[config.mk]
export PLATFORM = sky130hd
export DESIGN_NAME = les_addr_gen
export DESIGN_NICKNAME = d
export VERILOG_FILES = /design/src/rtl/core/largest_empty_square_finder_core_assert.svh /design/src/rtl/core/les_pkg.sv /design/src/rtl/core/les_addr_gen.sv
export SDC_FILE = /design/constraint.sdc
export NUM_CORES = 1
export LEC_CHECK = 0
export BUFFER_PORTS_ARGS = -buffer_cell sky130_fd_sc_hd__buf_2
export CAP_MARGIN = 20
export CORE_ASPECT_RATIO = 1.1
export CORE_UTILIZATION = 50
export CTS_CLUSTER_DIAMETER = 80
export DETAILED_ROUTE_END_ITERATION = 16
export HOLD_SLACK_MARGIN = 0.15
export PLACE_DENSITY = 0.71
export SETUP_SLACK_MARGIN = 0.02
export SYNTH_ARGS = -nofsm -noshare
export SYNTH_HDL_FRONTEND = slang
export SYNTH_SLANG_ARGS = --single-unit
[constraint.sdc]
create_clock -name clk -period 7.3 [get_ports clk]
set_input_delay 0.365 -clock clk [delete_from_list [all_inputs] [get_ports clk]]
set_output_delay 0.365 -clock clk [all_outputs]
set_load 0.05 [all_outputs]
[src/rtl/core/largest_empty_square_finder_core_assert.svh]
// ----------------------------------------------------------------------------
// largest empty square finder: assertion macros
// shared concurrent assertion forms, clocked on clk; LES_ASSERT is held off in reset
// ----------------------------------------------------------------------------
`ifndef LARGEST_EMPTY_SQUARE_FINDER_CORE_ASSERT_SVH
`define LARGEST_EMPTY_SQUARE_FINDER_CORE_ASSERT_SVH

// assertion sampled on clk, disabled while arst_n is low
`define LES_ASSERT(label, prop, msg) \
	label: assert property (@(posedge clk) disable iff (!arst_n) prop) else $error(msg);

// assertion sampled on clk at every edge, reset included
`define LES_ASSERT_ALWAYS(label, prop, msg) \
	label: assert property (@(posedge clk) prop) else $error(msg);

`endif

[src/rtl/core/les_pkg.sv]
// ----------------------------------------------------------------------------
// les_pkg
// shared widths, limits, types and helpers of the largest empty square finder
// ----------------------------------------------------------------------------
package les_pkg;

	localparam int MAX_COLS  = 1024;
	localparam int MAX_ROWS  = 1024;
	localparam int POS_LIMIT = 1024;
	localparam int COL_CAP   = (MAX_COLS < POS_LIMIT) ? MAX_COLS : POS_LIMIT;
	localparam int ROW_CAP   = ((MAX_ROWS < POS_LIMIT) ? MAX_ROWS : POS_LIMIT) - 1;

	localparam int COL_W   = (COL_CAP > 1) ? $clog2(COL_CAP) : 1;
	localparam int ROW_W   = 10;
	localparam int POS_W   = 10;
	localparam int SIDE_W  = 11;
	localparam int WIDTH_W = 11;

	localparam logic [SIDE_W-1:0]  SIDE_MAX = {SIDE_W{1'b1}};
	localparam logic [WIDTH_W-1:0] WIDTH_CAP = WIDTH_W'(COL_CAP);
	localparam logic [ROW_W-1:0]   ROW_LAST  = ROW_W'(ROW_CAP);

	typedef logic [COL_W-1:0]   col_t;
	typedef logic [ROW_W-1:0]   row_t;
	typedef logic [SIDE_W-1:0]  side_t;
	typedef logic [WIDTH_W-1:0] width_t;

	typedef struct packed {
		row_t row;
		col_t col;
	} cell_pos_t;

	typedef struct packed {
		side_t             cell_square;
		side_t             best_size;
		logic [POS_W-1:0]  best_row;
		logic [POS_W-1:0]  best_col;
	} cell_res_t;

	typedef struct packed {
		logic      obstacle;
		logic      last_cell;
		logic      fwd_hit;
		cell_pos_t pos;
	} cell_item_t;

	function automatic width_t eff_width(input width_t w);
		width_t r;
		r = w;
		if (r == '0)
			r = width_t'(1);
		if (r > WIDTH_CAP)
			r = WIDTH_CAP;
		return r;
	endfunction

	function automatic row_t row_step(input row_t r);
		row_t n;
		n = r;
		if (r < ROW_LAST)
			n = r + row_t'(1);
		return n;
	endfunction

endpackage

[src/rtl/core/les_addr_gen.sv]
// ----------------------------------------------------------------------------
// les_addr_gen
// row and column position of each incoming cell, wraps columns, saturates rows, restarts after the last cell
// ----------------------------------------------------------------------------
module les_addr_gen (
	input  logic               clk,
	input  logic               arst_n,
	input  logic               accept,
	input  logic               last_cell,
	input  les_pkg::width_t    row_width,
	output les_pkg::cell_pos_t pos
);
	import les_pkg::*;

	width_t w;
	col_t   col_q;
	row_t   row_q;
	width_t next_col;

	always_comb begin
		w = eff_width(row_width);
		if (width_t'(col_q) >= w) begin
			pos.col = '0;
			pos.row = row_step(row_q);
		end else begin
			pos.col = col_q;
			pos.row = row_q;
		end
		next_col = width_t'(pos.col) + width_t'(1);
	end

	always_ff @(posedge clk or negedge arst_n) begin
		if (!arst_n) begin
			col_q <= '0;
			row_q <= '0;
		end else if (accept) begin
			if (last_cell) begin
				col_q <= '0;
				row_q <= '0;
			end else if (next_col >= w) begin
				col_q <= '0;
				row_q <= row_step(pos.row);
			end else begin
				col_q <= next_col[COL_W-1:0];
				row_q <= pos.row;
			end
		end
	end

endmodule

==> impl_metrics.ini <==
[outcome]
status = complete, no violations

[logic_synthesis]
netlist.area_leader.share = 0.212
synth_sequential_area_ratio = 0.212
synth.largest_area_cell = dfrtp_1
synthesis.area_mm2 = 0.00236
synth_top_cells_by_area = dfrtp_1 (21%), ha_1 (13%), nand2_1 (5.7%)
number_of_synthesized_flops_with_an_enable_pin = 0
synthArstFlopShare = 1.00
yosys_warnings = 0
synthesis.instances = 288
yosysUniqueCellTypes = 66
postSynthNetCount = 327
yosys_register_bits = 20
synth-main-ff-cell = dfrtp_1
synthesized_area_divided_by_synthesized_cell_count_um2 = 8.19

[route]
via_count = 2321
detailedRoute.firstPassIterationCount = 4
drc = 0
drt-total-wl_mm = 6.24
dr.first_iter.drc_count = 102
via_per_inst = 6.29
final_antenna_net_count = 0
wl_per_cell_um = 16.9

[power_and_ir_drop]
clock_power_share = 0.260
power.leakage_nw = 1.25
power_frac_comb = 0.302
power.switching_mw = 0.0912
power_density_mw_per_mm2 = 104
switching_share = 0.339
share_seq_of_total_power = 0.438
design_power_total_mw = 0.269
vdd_ir_drop_max_v = 0.0000756
internal_power_mw = 0.178

[cells_and_area]
share_of_post_route_cells_with_drive_strength_above_1 = 0.200
post-route-util = 0.586
layout.cells.most_common_list = nand2_1 (36), buf_2 (34), ha_1 (24)
layout.area.seq_um2 = 500
fillCellCount = 417
nNetsFinal = 356
most_common_cell_after_layout_fill_and_taps_aside = nand2_1
fin_cells = 369
area_growth_pct = 9.60
multi_input_area_mm2 = 0.00172
antenna-diode-count = 0

[min_path]
hold_path_end = col_q[0]$_DFFE_PN0P_
worst_hold_start = accept
whs_path_depth = 2
min_path_type = in -> reg

[placed_design]
io_buffers = 34
gp_routability_congestion = 0.918
place_hpwl_mm = 4.90
pre_cts_slack_ns = 1.61
place.detailed.instances = 365

[floorplanning]
die_h_um = 74.1
io-pin-count = 35
coreArea_mm2 = 0.00441
std_cell_rows = 25
floorplan.initialDensity = 0.535
die_area_mm2 = 0.00500
fp.dieW_um = 67.5

[critical_path]
worst_path_dominant_cell_family = compound AO/OA/AOI/OAI gates
r2r_start = col_q[0]$_DFFE_PN0P_
start_kind = primary input
arrival_ns = 5.56
r2r_slack_ns = 2.18
worstPathBufferInverterCount = 3
timing.reg2reg.worst_path_depth = 21
critical-path-slowest-cell = a21oi_2
crit_chain = buf_2, nor4_1, a31oi_1, nor2_1, ha_1, nand2b_1, a211oi_2, o21ai_2, a21oi_2, and2_1, ha_1, nand4_1, nor2_1, and3_1, xnor2_1, ha_1, a2111o_1, a31oi_1, o21ai_0, buf_4, inv_1, a31oi_2, and3_1, o41ai_2
slowest_delay_ns = 0.59
critPathKind = in -> reg
worstReg2RegEnd = row_q[5]$_DFFE_PN0P_
worst_path_most_repeated_cell = ha_1
cp-end-kind = flip-flop
cp_data_required_time_ns = 7.44
crit_path_max_fanout = 16

[cts]
clkTransAtPathRegs_ns = 0.07
post_cts_buffers = 0
clockRootBuffer = clkbuf_8
cts.sink_count = 20
clock_path_buffers = 2
tritoncts = done
cts_inserted_buffers = 3
worstSkewPairLatency_ns = 0.25
cts.htree.levels = 1
post_cts.resized_instances = 0

[grt]
groute.usage.overall = 0.266
grt_max_degree = 21
grt_antenna_before_repair = 0
grt_pass1_wl_mm = 10.2
first_global_vias = 2253
globalRoute.totalOverflow = 0

[timing]
finalCritPeriodShare = 0.742
final_hold_viol_count = 0
timing.final.ws_setup_ns = 1.88
transition_time_at_the_pin_with_the_least_slew_margin_ns = 0.952
finClkSkew_ns = 0.00513
timing.final.setup_violations = 0
finalCriticalPeriod_ns = 5.42
grt_setup_unrepaired = false
timing.slew.headroom = 0.363
total_negative_setup_slack_ns = 0
max_slew_violations = 0
maxClockFrequency_ghz = 0.185

[flow_run]
drv_cap = 0
sequential cells by signal (all words and copies together) (netlist names):
signal,count
row_q,10
col_q,10
layout make-up:
class | count | area share
Multi-Input combinational cell | 237 | 0.664
Timing Repair Buffer | 36 | 0.0726
Inverter | 19 | 0.0276
Tap cell | 54 | 0.0261
Clock buffer | 3 | 0.0160
Sequential cell | 20 | 0.194
worst max-delay path by stage:
stage	depth (start not counted)	slack, ns	from	endpoint
floorplan	23	2.08	row_width[2]	row_q[7]$_DFFE_PN0P_
global placement	24	1.80	row_width[4]	row_q[3]$_DFFE_PN0P_
detailed placement	24	1.61	row_width[4]	row_q[5]$_DFFE_PN0P_
CTS	24	1.89	row_width[4]	row_q[5]$_DFFE_PN0P_
global route	24	1.36	row_width[2]	row_q[5]$_DFFE_PN0P_
finish	24	1.88	row_width[4]	row_q[5]$_DFFE_PN0P_
stage by stage:
step / area [um2] / hold WS [ns]
final: 2590 / 0.445
after global routing: 2590 / 0.439
after CTS: 2590 / 0.423
after detailed placement: 2530 / 0.359
after global placement: 2530 / 0.353
after floorplan: 2360 / 0.0694
logic make-up after synthesis:
kind of cell	count (synthesis)	share of synthesized area
xor gates and xnor gates	18	0.0668
and+or+nand+nor	114	0.243
AOI/OAI and AO/OA	76	0.269
adders and majority gates	24	0.127
DFF	20	0.212
buffers and inverters	31	0.0599
muxes	5	0.0217
cell usage after synthesis (3+ instances only):
library cell,n
a21o_1,3
a21oi_1,9
a31oi_1,5
a32o_1,10
and3_1,5
clkbuf_1,6
dfrtp_1,20
ha_1,24
inv_1,17
mux2i_1,4
nand2_1,36
nand2b_1,4
nand3_1,15
nand4_1,7
nor2_1,20
nor3_1,7
nor4_1,5
o211ai_1,3
o21a_1,3
o21ai_0,10
o21ai_2,3
xnor2_1,12
xor2_1,6
worst reg2reg max path, stage by stage, from the launching register on:
cell      delay [ns]
dfrtp_1         0.38
inv_1           0.12
ha_1            0.24
nand2b_1        0.15
a211oi_2        0.27
o21ai_2         0.15
a21oi_2         0.59
and2_1          0.23
ha_1            0.18
nand4_1         0.15
nor2_1          0.24
and3_1          0.22
xnor2_1         0.09
ha_1            0.22
a2111o_1        0.37
a31oi_1         0.13
o21ai_0         0.11
buf_4           0.18
inv_1           0.33
a31oi_2         0.14
and3_1          0.22
o41ai_2         0.30
what timing repair did:
item / in CTS / in global routing
hold buffers: 1 / 0
endpoints found under the setup margin: 0 / 0
endpoints found under the hold margin: 20 / 0
per-layer routing:
layer  GRT usage  vias to the layer above  wire, um
met3      0.0184                        8       321
met5           0                        -         0
met4      0.0757                        0        65
met2       0.480                       77      3130
li1            -                     1140         -
met1       0.336                     1096      2720
power groups by stage:
| stage | clock, mW | sequential (mW) | combinational [mW] |
|---|---|---|---|
| finish | 0.0701 | 0.118 | 0.0813 |
| global route | 0.0785 | 0.118 | 0.0901 |
| CTS | 0.0730 | 0.118 | 0.0818 |
| detailed placement | 0 | 0.120 | 0.0811 |
| global placement | 0 | 0.120 | 0.0801 |
| floorplan | 0 | 0.119 | 0.0578 |
Note: power is estimated with default switching activity, not from simulation.
