$ cat src/rtl/core/largest_empty_square_finder_core_assert.svh
// ----------------------------------------------------------------------------
// largest empty square finder: assertion macros
// shared concurrent assertion forms, clocked on clk; LES_ASSERT is held off in reset
// ----------------------------------------------------------------------------
`ifndef LARGEST_EMPTY_SQUARE_FINDER_CORE_ASSERT_SVH
`define LARGEST_EMPTY_SQUARE_FINDER_CORE_ASSERT_SVH

// assertion sampled on clk, disabled while arst_n is low
`define LES_ASSERT(label, prop, msg) \
	label: assert property (@(posedge clk) disable iff (!arst_n) prop) else $error(msg);

// assertion sampled on clk at every edge, reset included
`define LES_ASSERT_ALWAYS(label, prop, msg) \
	label: assert property (@(posedge clk) prop) else $error(msg);

`endif

$ cat src/rtl/core/les_pkg.sv
// ----------------------------------------------------------------------------
// les_pkg
// shared widths, limits, types and helpers of the largest empty square finder
// ----------------------------------------------------------------------------
package les_pkg;

	localparam int MAX_COLS  = 1024;
	localparam int MAX_ROWS  = 1024;
	localparam int POS_LIMIT = 1024;
	localparam int COL_CAP   = (MAX_COLS < POS_LIMIT) ? MAX_COLS : POS_LIMIT;
	localparam int ROW_CAP   = ((MAX_ROWS < POS_LIMIT) ? MAX_ROWS : POS_LIMIT) - 1;

	localparam int COL_W   = (COL_CAP > 1) ? $clog2(COL_CAP) : 1;
	localparam int ROW_W   = 10;
	localparam int POS_W   = 10;
	localparam int SIDE_W  = 11;
	localparam int WIDTH_W = 11;

	localparam logic [SIDE_W-1:0]  SIDE_MAX = {SIDE_W{1'b1}};
	localparam logic [WIDTH_W-1:0] WIDTH_CAP = WIDTH_W'(COL_CAP);
	localparam logic [ROW_W-1:0]   ROW_LAST  = ROW_W'(ROW_CAP);

	typedef logic [COL_W-1:0]   col_t;
	typedef logic [ROW_W-1:0]   row_t;
	typedef logic [SIDE_W-1:0]  side_t;
	typedef logic [WIDTH_W-1:0] width_t;

	typedef struct packed {
		row_t row;
		col_t col;
	} cell_pos_t;

	typedef struct packed {
		side_t             cell_square;
		side_t             best_size;
		logic [POS_W-1:0]  best_row;
		logic [POS_W-1:0]  best_col;
	} cell_res_t;

	typedef struct packed {
		logic      obstacle;
		logic      last_cell;
		logic      fwd_hit;
		cell_pos_t pos;
	} cell_item_t;

	function automatic width_t eff_width(input width_t w);
		width_t r;
		r = w;
		if (r == '0)
			r = width_t'(1);
		if (r > WIDTH_CAP)
			r = WIDTH_CAP;
		return r;
	endfunction

	function automatic row_t row_step(input row_t r);
		row_t n;
		n = r;
		if (r < ROW_LAST)
			n = r + row_t'(1);
		return n;
	endfunction

endpackage

$ cat src/rtl/core/les_cell_calc.sv
// ----------------------------------------------------------------------------
// les_cell_calc
// min-of-three square update with neighbor state and best-square tracking
// ----------------------------------------------------------------------------
module les_cell_calc (
	input  logic                clk,
	input  logic                arst_n,
	input  logic                adv,
	input  les_pkg::cell_item_t item,
	input  les_pkg::side_t      up_mem,
	output les_pkg::side_t      cell_side,
	output les_pkg::cell_res_t  res
);
	import les_pkg::*;

	side_t left_q;
	side_t ul_q;
	side_t best_q;
	row_t  best_row_q;
	col_t  best_col_q;

	side_t up;
	side_t m;
	side_t v;
	logic  better;

	always_comb begin
		up = item.fwd_hit ? left_q : up_mem;
		m  = left_q;
		if (up < m)
			m = up;
		if (ul_q < m)
			m = ul_q;
		if (item.obstacle)
			v = '0;
		else if (item.pos.row == '0 || item.pos.col == '0)
			v = side_t'(1);
		else if (m == SIDE_MAX)
			v = SIDE_MAX;
		else
			v = m + side_t'(1);
		better = v > best_q;

		res.cell_square = v;
		if (better) begin
			res.best_size = v;
			res.best_row  = POS_W'(item.pos.row);
			res.best_col  = POS_W'(item.pos.col);
		end else begin
			res.best_size = best_q;
			res.best_row  = POS_W'(best_row_q);
			res.best_col  = POS_W'(best_col_q);
		end
	end

	assign cell_side = v;

	always_ff @(posedge clk or negedge arst_n) begin
		if (!arst_n) begin
			left_q     <= '0;
			ul_q       <= '0;
			best_q     <= '0;
			best_row_q <= '0;
			best_col_q <= '0;
		end else if (adv) begin
			if (item.last_cell) begin
				left_q     <= '0;
				ul_q       <= '0;
				best_q     <= '0;
				best_row_q <= '0;
				best_col_q <= '0;
			end else begin
				left_q <= v;
				ul_q   <= up;
				if (better) begin
					best_q     <= v;
					best_row_q <= item.pos.row;
					best_col_q <= item.pos.col;
				end
			end
		end
	end

endmodule

$ cat config.mk
export PLATFORM = sky130hd
export DESIGN_NAME = les_cell_calc
export DESIGN_NICKNAME = d
export VERILOG_FILES = /design/src/rtl/core/largest_empty_square_finder_core_assert.svh /design/src/rtl/core/les_pkg.sv /design/src/rtl/core/les_cell_calc.sv
export SDC_FILE = /design/constraint.sdc
export NUM_CORES = 1
export LEC_CHECK = 0
export BUFFER_PORTS_ARGS = -buffer_cell sky130_fd_sc_hd__clkbuf_2
export CAP_MARGIN = 0
export CORE_UTILIZATION = 60
export DETAILED_ROUTE_END_ITERATION = 12
export GPL_ROUTABILITY_DRIVEN = 0
export PLACE_DENSITY = 0.9
export SKIP_CTS_REPAIR_TIMING = 1
export SLEW_MARGIN = 20
export SYNTH_ARGS = -nofsm -noshare
export SYNTH_HDL_FRONTEND = slang
export SYNTH_SLANG_ARGS = --single-unit
$ cat constraint.sdc
create_clock -name clk -period 17.2 [get_ports clk]
set_input_delay 2.58 -clock clk [delete_from_list [all_inputs] [get_ports clk]]
set_output_delay 2.58 -clock clk [all_outputs]
set_load 0.02 [all_outputs]
==> summary.txt, run 1 <==
Initial drt markers -> 508
CP Launch Type -> primary input
Maxcap violations -> 0
Via Count -> 4257
Initial Util -> 0.6199
Clock slew at reported path FFs -> 0.09 ns
Antenna Diode Count -> 0
Cts bufs inserted -> 5
Min-Delay Startpoint -> best_q[7]
Min-Delay Path Depth -> 1
CTS Buffer Depth -> 2
Highest clock rate -> 68.47 MHz
Tcrit/Tclk final -> 0.8491
Mapped Avg Cell Area -> 8.373 um2
WP data required -> 14.62 ns
Share of layout cells above drive strength 1 -> 0.2119
Initial antenna violation count -> 0
Post-synth EDFFs -> 0
Yosys Warn Count -> 0
CTS H-tree depth -> 2
Height of the die -> 85.78 um
CTS sink cnt -> 53
DR vias/cell -> 6.382
Die X -> 85.78 um
Post-placement setup slack -> 2.856 ns
First-pass DRT Iterations -> 7
HP Class -> reg2reg
Reg2reg path depth -> 32
Number of I/O pins -> 90
Design area -> 4748 um2
PortBufs -> 89
FF-to-FF Start -> left_q[10]
WL final -> 11.93 mm
Dpl cell area -> 4637 um2
Ys async rst share -> 1.000
Main flop type after synthesis -> dfrtp_1
Setup Crit Path Kind -> in2out
ANT nets after route -> 0
Largest net degree at the start of global routing -> 54
Fin nets -> 638
CP endpoint kind -> primary output
Post-route DRC -> 0
RSZ-0062 raised after global routing -> no
End of the worst hold path -> best_q[7]
Critical path arrival -> 12.02 ns
Remaining global-route overflow -> 0
Dpl hpwl -> 8.849 mm
Die area -> 7358 um2
Sequential share of the synthesized area -> 0.3149
Slowest CP cell -> and2_0
Slew Limit Fails -> 0
Post-synth net total -> 571
Global Route Usage Sum -> 0.3400
Synth unique cells -> 69
Area delta synth->final -> 12.75%
Final Critical Period -> 14.60 ns
Final setup TNS -> 0 ns
Skew final -> 0.01394 ns
Max stage delay on crit path -> 0.73 ns
Root Driver -> clkbuf_8
Most common cell after layout, fill and taps aside -> nand2_1
Fillers -> 535
Max FO, Critical Path -> 21
Post-Syn Instances -> 503
Relative slew slack -> 0.4225
Number of synthesized register bits -> 53
FF-to-FF End -> best_q[10]
First-pass GRT wire length -> 19.73 mm
Post-Syn Area -> 4212 um2
Vias in the first global route -> 4073
Core Region -> 6794 um2
Most frequent cells in the layout -> 90 x nand2_1, 89 x clkbuf_2, 53 x dfrtp_1, 35 x inv_1, 33 x nor2_1
Worst-Margin Slew -> 0.8663 ns
R2R Setup Slk -> 7.71 ns
Setup slack after layout -> 2.595 ns
Final Hold Viols -> 0
Row count -> 30
Outcome -> completed
Setup Viol. Count Final -> 0
DR WL/cell -> 17.89 um
Clock Latency Late Sink -> 0.32 ns
CTS tree -> built
==> cell type report <==
cell class                      instances  area [um2]  share of cell area
Sequential cell                        53        1326              0.2793
Clock inverter                          2       38.79            0.008169
Timing Repair Buffer                   92       467.9             0.09855
Tap cell                               96       120.1             0.02530
Multi-Input combinational cell        382        2587              0.5449
Inverter                               36       135.1             0.02846
Clock buffer                            6       72.57             0.01528
==> synth_stat cells (11+ instances only) <==
cell	n	area, um2
clkbuf_1	16	60.06
o21ai_0	12	60.06
a22o_1	27	236.5
ha_1	31	387.9
dfrtp_1	53	1326
nand3_1	13	65.06
nor2_1	33	123.9
o22ai_1	24	150.1
inv_1	35	131.4
a21oi_1	22	110.1
nand2_1	90	337.8
o2bb2ai_1	15	131.4
buf_4	11	82.58
==> registers in the layout, summed over array words and instances (netlist names) <==
register / cells
left_q: 11
ul_q: 11
best_row_q: 10
best_q: 11
best_col_q: 10
==> per-layer routing <==
| layer | track usage | vias up | routed length, um |
|---|---|---|---|
| li1 | - | 1959 | - |
| met1 | 0.4557 | 1993 | 4931 |
| met2 | 0.5396 | 265 | 5509 |
| met3 | 0.06930 | 40 | 1196 |
| met4 | 0.1409 | 0 | 298 |
| met5 | 0 | - | 0 |
==> worst max-delay path: cells and delay by family <==
kind / cells / cell delay [ns]
buffers and inverters: 4 / 1.09
AO/OA/AOI/OAI: 18 / 4.13
AND/OR/NAND/NOR: 10 / 2.61
adder cells (fa/ha/maj): 4 / 1.21
multiplexers: 1 / 0.39
==> stage by stage <==
stage,utilization,instances,hold slack (ns)
3_5_place_dp,0.6825,659,0.4776
3_3_place_gp,0.6825,659,0.4726
6_report,0.6989,667,0.5010
5_1_grt,0.6989,667,0.5096
4_1_cts,0.6989,667,0.5045
2_1_floorplan,-,503,0.4561
==> worst max-delay path by stage <==
stage                         from      end  slack (ns)  cells after the start
after global placement    item[20]  res[25]        3.30                     36
after detailed placement  item[20]  res[27]        2.86                     36
after CTS                 item[20]  res[27]        2.84                     36
final                     item[20]  res[27]        2.60                     37
after floorplan           item[20]  res[21]        4.19                     40
after global routing      item[20]  res[25]        1.73                     38
==> logic make-up (layout without fill, tap and decap cells) <==
group,count (synthesis),count (layout),share of synthesized area
buf+inv,68,136,0.07160
mux,13,13,0.03209
xor+xnor,10,10,0.02080
simple gates,175,175,0.1910
compound gates,152,152,0.2748
fa+ha+maj,32,32,0.09477
flops,53,53,0.3149
Power of run 1 is left out: the tool's default activity adds up to more than one toggle a clock period on the data nets, which glitch-free logic cannot reach.
==> inputs of run 2 (changes only) <==
Settings changed: ABC_AREA from default to 1, CORE_UTILIZATION 60 to 50, PLACE_DENSITY 0.9 to 0.8.
Clock period 17.2 ns to 12.55 ns, I/O delays scaled along.
==> summary.txt, run 2 <==
CP Launch Type -> primary input
Max FO, Critical Path -> 27
Synth top area share -> 0.3172
Final setup TNS -> 0 ns
Largest net degree at the start of global routing -> 54
Cts bufs inserted -> 5
Area delta synth->final -> 12.24%
Post-placement setup slack -> 1.805 ns
Setup Viol. Count Final -> 0
WP data required -> 10.67 ns
Initial antenna violation count -> 0
Clock Latency Late Sink -> 0.32 ns
Post-route DRC -> 0
Most frequent cells in the layout -> 165 x nand2_1, 95 x inv_1, 89 x clkbuf_2, 70 x o21ai_0, 53 x dfrtp_1
Root Driver -> clkbuf_8
Top flop regs -> best_q: 11 flops, left_q: 11 flops, ul_q: 11 flops
R2R Setup Slk -> 4.61 ns
Skew final -> 0.01226 ns
Fin util -> 0.5950
FF-to-FF End -> best_col_q[0]
Synth unique cells -> 36
Max stage delay on crit path -> 0.53 ns
Critical Path Stages -> 45
Most numerous cell in the Yosys netlist -> nand2_1
Initial drt markers -> 228
Min-Delay Startpoint -> left_q[9]
Yosys Warn Count -> 0
Critical path arrival -> 9.00 ns
CTS H-tree depth -> 2
Slowest CP cell -> nand2_1
Vias in the first global route -> 4016
Post-synth EDFFs -> 0
Synth top area cells -> dfrtp_1 32%, nand2_1 15%, ha_1 9.3%
Share of layout cells above drive strength 1 -> 0.2169
Row count -> 32
CTS tree -> built
Number of I/O pins -> 90
Post-Syn Instances -> 595
Core Region -> 7888 um2
CTS sink cnt -> 53
FF-to-FF Start -> left_q[9]
WL final -> 10.65 mm
Total power draw -> 1.367 mW
Antenna Diode Count -> 0
Setup crit start -> item[20]
Worst path top cell family by delay -> simple AND/OR/NAND/NOR gates
Cell mode on critical path -> nand2_1
Die X -> 93.45 um
Height of the die -> 93.45 um
Ys async rst share -> 1.000
Setup slack after layout -> 1.671 ns
Maxcap violations -> 0
Max VDD drop -> 219.9 uV
Synth top cells by count -> 165 x nand2_1, 95 x inv_1, 70 x o21ai_0, 53 x dfrtp_1, 32 x nand3_1
CTS Buffer Depth -> 2
WP buf/inv -> 10
Number of synthesized register bits -> 53
Slew Limit Fails -> 0
PortBufs -> 89
Reg2reg path depth -> 46
Synth area leader -> dfrtp_1
Main flop type after synthesis -> dfrtp_1
CP endpoint kind -> primary output
Fin nets -> 731
Via Count -> 4089
DR WL/cell -> 13.91 um
Tcrit/Tclk final -> 0.8669
Outcome -> completed
Remaining global-route overflow -> 0
Setup Crit Path Kind -> in2out
Count of non-filler cells in the finished layout -> 766
First-pass DRT Iterations -> 5
Static Leakage -> 2.629 nW
Sequential share of the synthesized area -> 0.3172
Relative slew slack -> 0.5212
Highest clock rate -> 91.92 MHz
RSZ-0062 raised after global routing -> no
HP Class -> reg2reg
Critical Path End -> res[26]
Most common cell after layout, fill and taps aside -> nand2_1
Post-synth net total -> 663
Post-Syn Area -> 4182 um2
Power density of the placed cells -> 291.3 nW/um2
Global Route Usage Sum -> 0.2655
Die area -> 8733 um2
First-pass GRT wire length -> 18.33 mm
Placed insts -> 758
Initial Util -> 0.5301
Clock slew at reported path FFs -> 0.10 ns
Mapped Avg Cell Area -> 7.028 um2
Worst-Margin Slew -> 0.7165 ns
Dpl hpwl -> 8.389 mm
ANT nets after route -> 0
Final Hold Viols -> 0
Final Critical Period -> 10.88 ns
DR vias/cell -> 5.338
==> run 2: cell types whose count changed after synthesis, sizes merged, moves of 11 or more <==
cell | before | now
a21oi | 24 | 13
a22o | 28 | 0
inv | 35 | 102
nand2 | 90 | 174
nand3 | 14 | 41
nor2 | 34 | 18
o21ai | 13 | 94
o22ai | 24 | 11
o2bb2ai | 15 | 0
==> run 2: cell families after synthesis <==
kind of cell             after synthesis  share of synthesized area
AO/OA/AOI/OAI                        125                     0.1691
XOR/XNOR                               3                   0.006285
adder cells (fa/ha/maj)               31                    0.09276
buffers and inverters                134                     0.1358
flip-flops                            53                     0.3172
AND/OR/NAND/NOR                      249                     0.2789
==> run 2: cell type report <==
| type | count | area [um2] |
|---|---|---|
| Tap cell | 102 | 127.6 |
| Clock buffer | 5 | 68.82 |
| Clock inverter | 3 | 28.78 |
| Fill cell | 689 | 3194 |
| Inverter | 103 | 386.6 |
| Sequential cell | 53 | 1326 |
| Timing Repair Buffer | 92 | 467.9 |
| Multi-Input combinational cell | 408 | 2287 |
==> run 2: tightest hold or removal path, delay by kind of cell, from the launching register on <==
family	cells	cell delay, ns
flip-flops	1	0.35
AND/OR/NAND/NOR	2	0.11
==> run 2: where the power goes <==
| part | switching (mW) | internal (mW) | total, mW |
|---|---|---|---|
| Sequential | 0.0295 | 0.225 | 0.255 |
| Combinational | 0.712 | 0.293 | 1.01 |
| Clock | 0.0648 | 0.0423 | 0.107 |
| Total | 0.806 | 0.561 | 1.37 |
==> run 2: worst min path at each step <==
stage,end,slack (ns),cells after the start
finish,left_q[9],0.49,2
detailed placement,left_q[3],0.47,2
global route,best_row_q[0],0.52,2
floorplan,left_q[7],0.45,2
global placement,best_col_q[5],0.47,2
CTS,left_q[3],0.50,2
==> run 2: per-stage QoR <==
step | hold WS [ns] | cell area, um2
finish | 0.4912 | 4693
global route | 0.5193 | 4693
CTS | 0.4962 | 4693
detailed placement | 0.4707 | 4596
global placement | 0.4661 | 4596
floorplan | 0.4491 | 4182
==> run 2: metal layers <==
| metal | global-route usage | routed length, um | vias to the layer above |
|---|---|---|---|
| li1 | - | - | 2038 |
| met3 | 0.03984 | 511 | 31 |
| met5 | 0 | 0 | - |
| met1 | 0.3432 | 4637 | 1882 |
| met2 | 0.4418 | 5185 | 138 |
| met4 | 0.1128 | 318 | 0 |
Note: power is estimated with default switching activity, not from simulation.
==> inputs of run 3 (changes only) <==
Settings changed: GPL_TIMING_DRIVEN from default to 0.
==> summary.txt, run 3 (same netlist as run 2, synthesis figures left out) <==
Outcome -> completed
CP Launch Type -> primary input
Worst path top cell family by delay -> simple AND/OR/NAND/NOR gates
Relative slew slack -> 0.4980
DR WL/cell -> 13.64 um
Initial drt markers -> 159
WP data required -> 10.67 ns
Dpl hpwl -> 8.717 mm
Final Hold Viols -> 0
Max FO, Critical Path -> 10
Clock Latency Late Sink -> 0.32 ns
Max stage delay on crit path -> 0.40 ns
Max VDD drop -> 296.0 uV
R2R Setup Slk -> 5.06 ns
Worst-Margin Slew -> 0.7530 ns
Clock slew at reported path FFs -> 0.10 ns
Design area -> 4847 um2
Most common cell after layout, fill and taps aside -> nand2_1
RSZ-0062 raised after global routing -> no
Remaining global-route overflow -> 0
Setup Crit Path Kind -> in2out
Critical Path Stages -> 49
Root Driver -> clkbuf_8
Largest net degree at the start of global routing -> 54
Slowest CP cell -> clkbuf_1
Tcrit/Tclk final -> 0.8812
CTS sink cnt -> 53
HP Class -> reg2reg
Height of the die -> 93.45 um
Via Count -> 4244
CTS H-tree depth -> 2
Slew Limit Fails -> 0
Cell mode on critical path -> nand2_1
Global Route Usage Sum -> 0.2656
Final hold slack -> 0.5003 ns
DR vias/cell -> 5.345
Dpl cell area -> 4757 um2
Top flop regs -> best_q: 11 flops, left_q: 11 flops, ul_q: 11 flops
Antenna Diode Count -> 0
First-pass DRT Iterations -> 4
Fillers -> 719
Seq. cell area -> 1326 um2
Initial Util -> 0.5301
ANT nets after route -> 0
CTS tree -> built
Share of layout cells above drive strength 1 -> 0.2254
Reg2reg path depth -> 50
Footprint of the multi-input gates -> 2287 um2
Vias in the first global route -> 4155
Number of I/O pins -> 90
Placed insts -> 786
Maxcap violations -> 0
Highest clock rate -> 90.42 MHz
Final Critical Period -> 11.06 ns
PortBufs -> 89
Power density of the placed cells -> 294.5 nW/um2
Row count -> 32
Count of non-filler cells in the finished layout -> 794
Final setup TNS -> 0 ns
Die X -> 93.45 um
Die area -> 8733 um2
Initial antenna violation count -> 0
WL final -> 10.83 mm
Area delta synth->final -> 15.92%
Fin nets -> 759
Setup Viol. Count Final -> 0
WP buf/inv -> 11
Post-route DRC -> 0
Most frequent cells in the layout -> 165 x nand2_1, 95 x inv_1, 88 x clkbuf_2, 70 x o21ai_0, 53 x dfrtp_1
Critical path arrival -> 9.18 ns
Min-Delay Path Depth -> 2
CP endpoint kind -> primary output
Cts bufs inserted -> 5
Core Region -> 7888 um2
CTS Buffer Depth -> 2
Static Leakage -> 2.708 nW
First-pass GRT wire length -> 18.37 mm
Skew final -> 0.01019 ns
run 3: routing by layer:
metal | global-route usage | part of all wire | vias to the layer above
li1 | - | - | 2100
met1 | 0.3263 | 0.42 | 1969
met2 | 0.4577 | 0.49 | 145
met3 | 0.04634 | 0.064 | 30
met4 | 0.1115 | 0.029 | 0
met5 | 0 | 0 | -
run 3: metrics by stage:
step                setup slack, ns  utilization  power, mW
floorplan                     3.108            -      1.003
finish                        1.491       0.6145      1.428
CTS                           1.569       0.6145      1.430
global route                 0.7498       0.6145      1.560
global placement              1.841       0.6028      1.301
detailed placement            1.612       0.6031      1.326
run 3: worst register-to-register path: cells and delay by family (launching register included):
family | cells | cell delay (ns)
flip-flops | 1 | 0.40
AO/OA/AOI/OAI | 8 | 1.08
adder cells (fa/ha/maj) | 4 | 1.06
buffers and inverters | 10 | 1.61
AND/OR/NAND/NOR | 28 | 3.23
run 3: cell type report:
cell class | instances | share of cell area
well taps | 102 | 0.02633
clock inverters | 3 | 0.004388
flip-flops and latches | 53 | 0.2736
multi-input cells | 408 | 0.4719
inverters | 103 | 0.07976
repair buffers | 89 | 0.09241
clock buffers | 5 | 0.01420
plain buffers | 31 | 0.03743
run 3: worst paths after layout:
path | start | to
max | item[20] | res[0]
min | left_q[7] | left_q[7]
max reg2reg | left_q[8] | best_row_q[7]
min reg2reg | left_q[7] | left_q[7]
max in group asynchronous | arst_n | ul_q[6]
min in group asynchronous | arst_n | left_q[2]
run 3: report_power, final:
part | switching, mW | internal [mW]
Clock | 0.0614 | 0.0398
Combinational | 0.744 | 0.328
Sequential | 0.0299 | 0.225
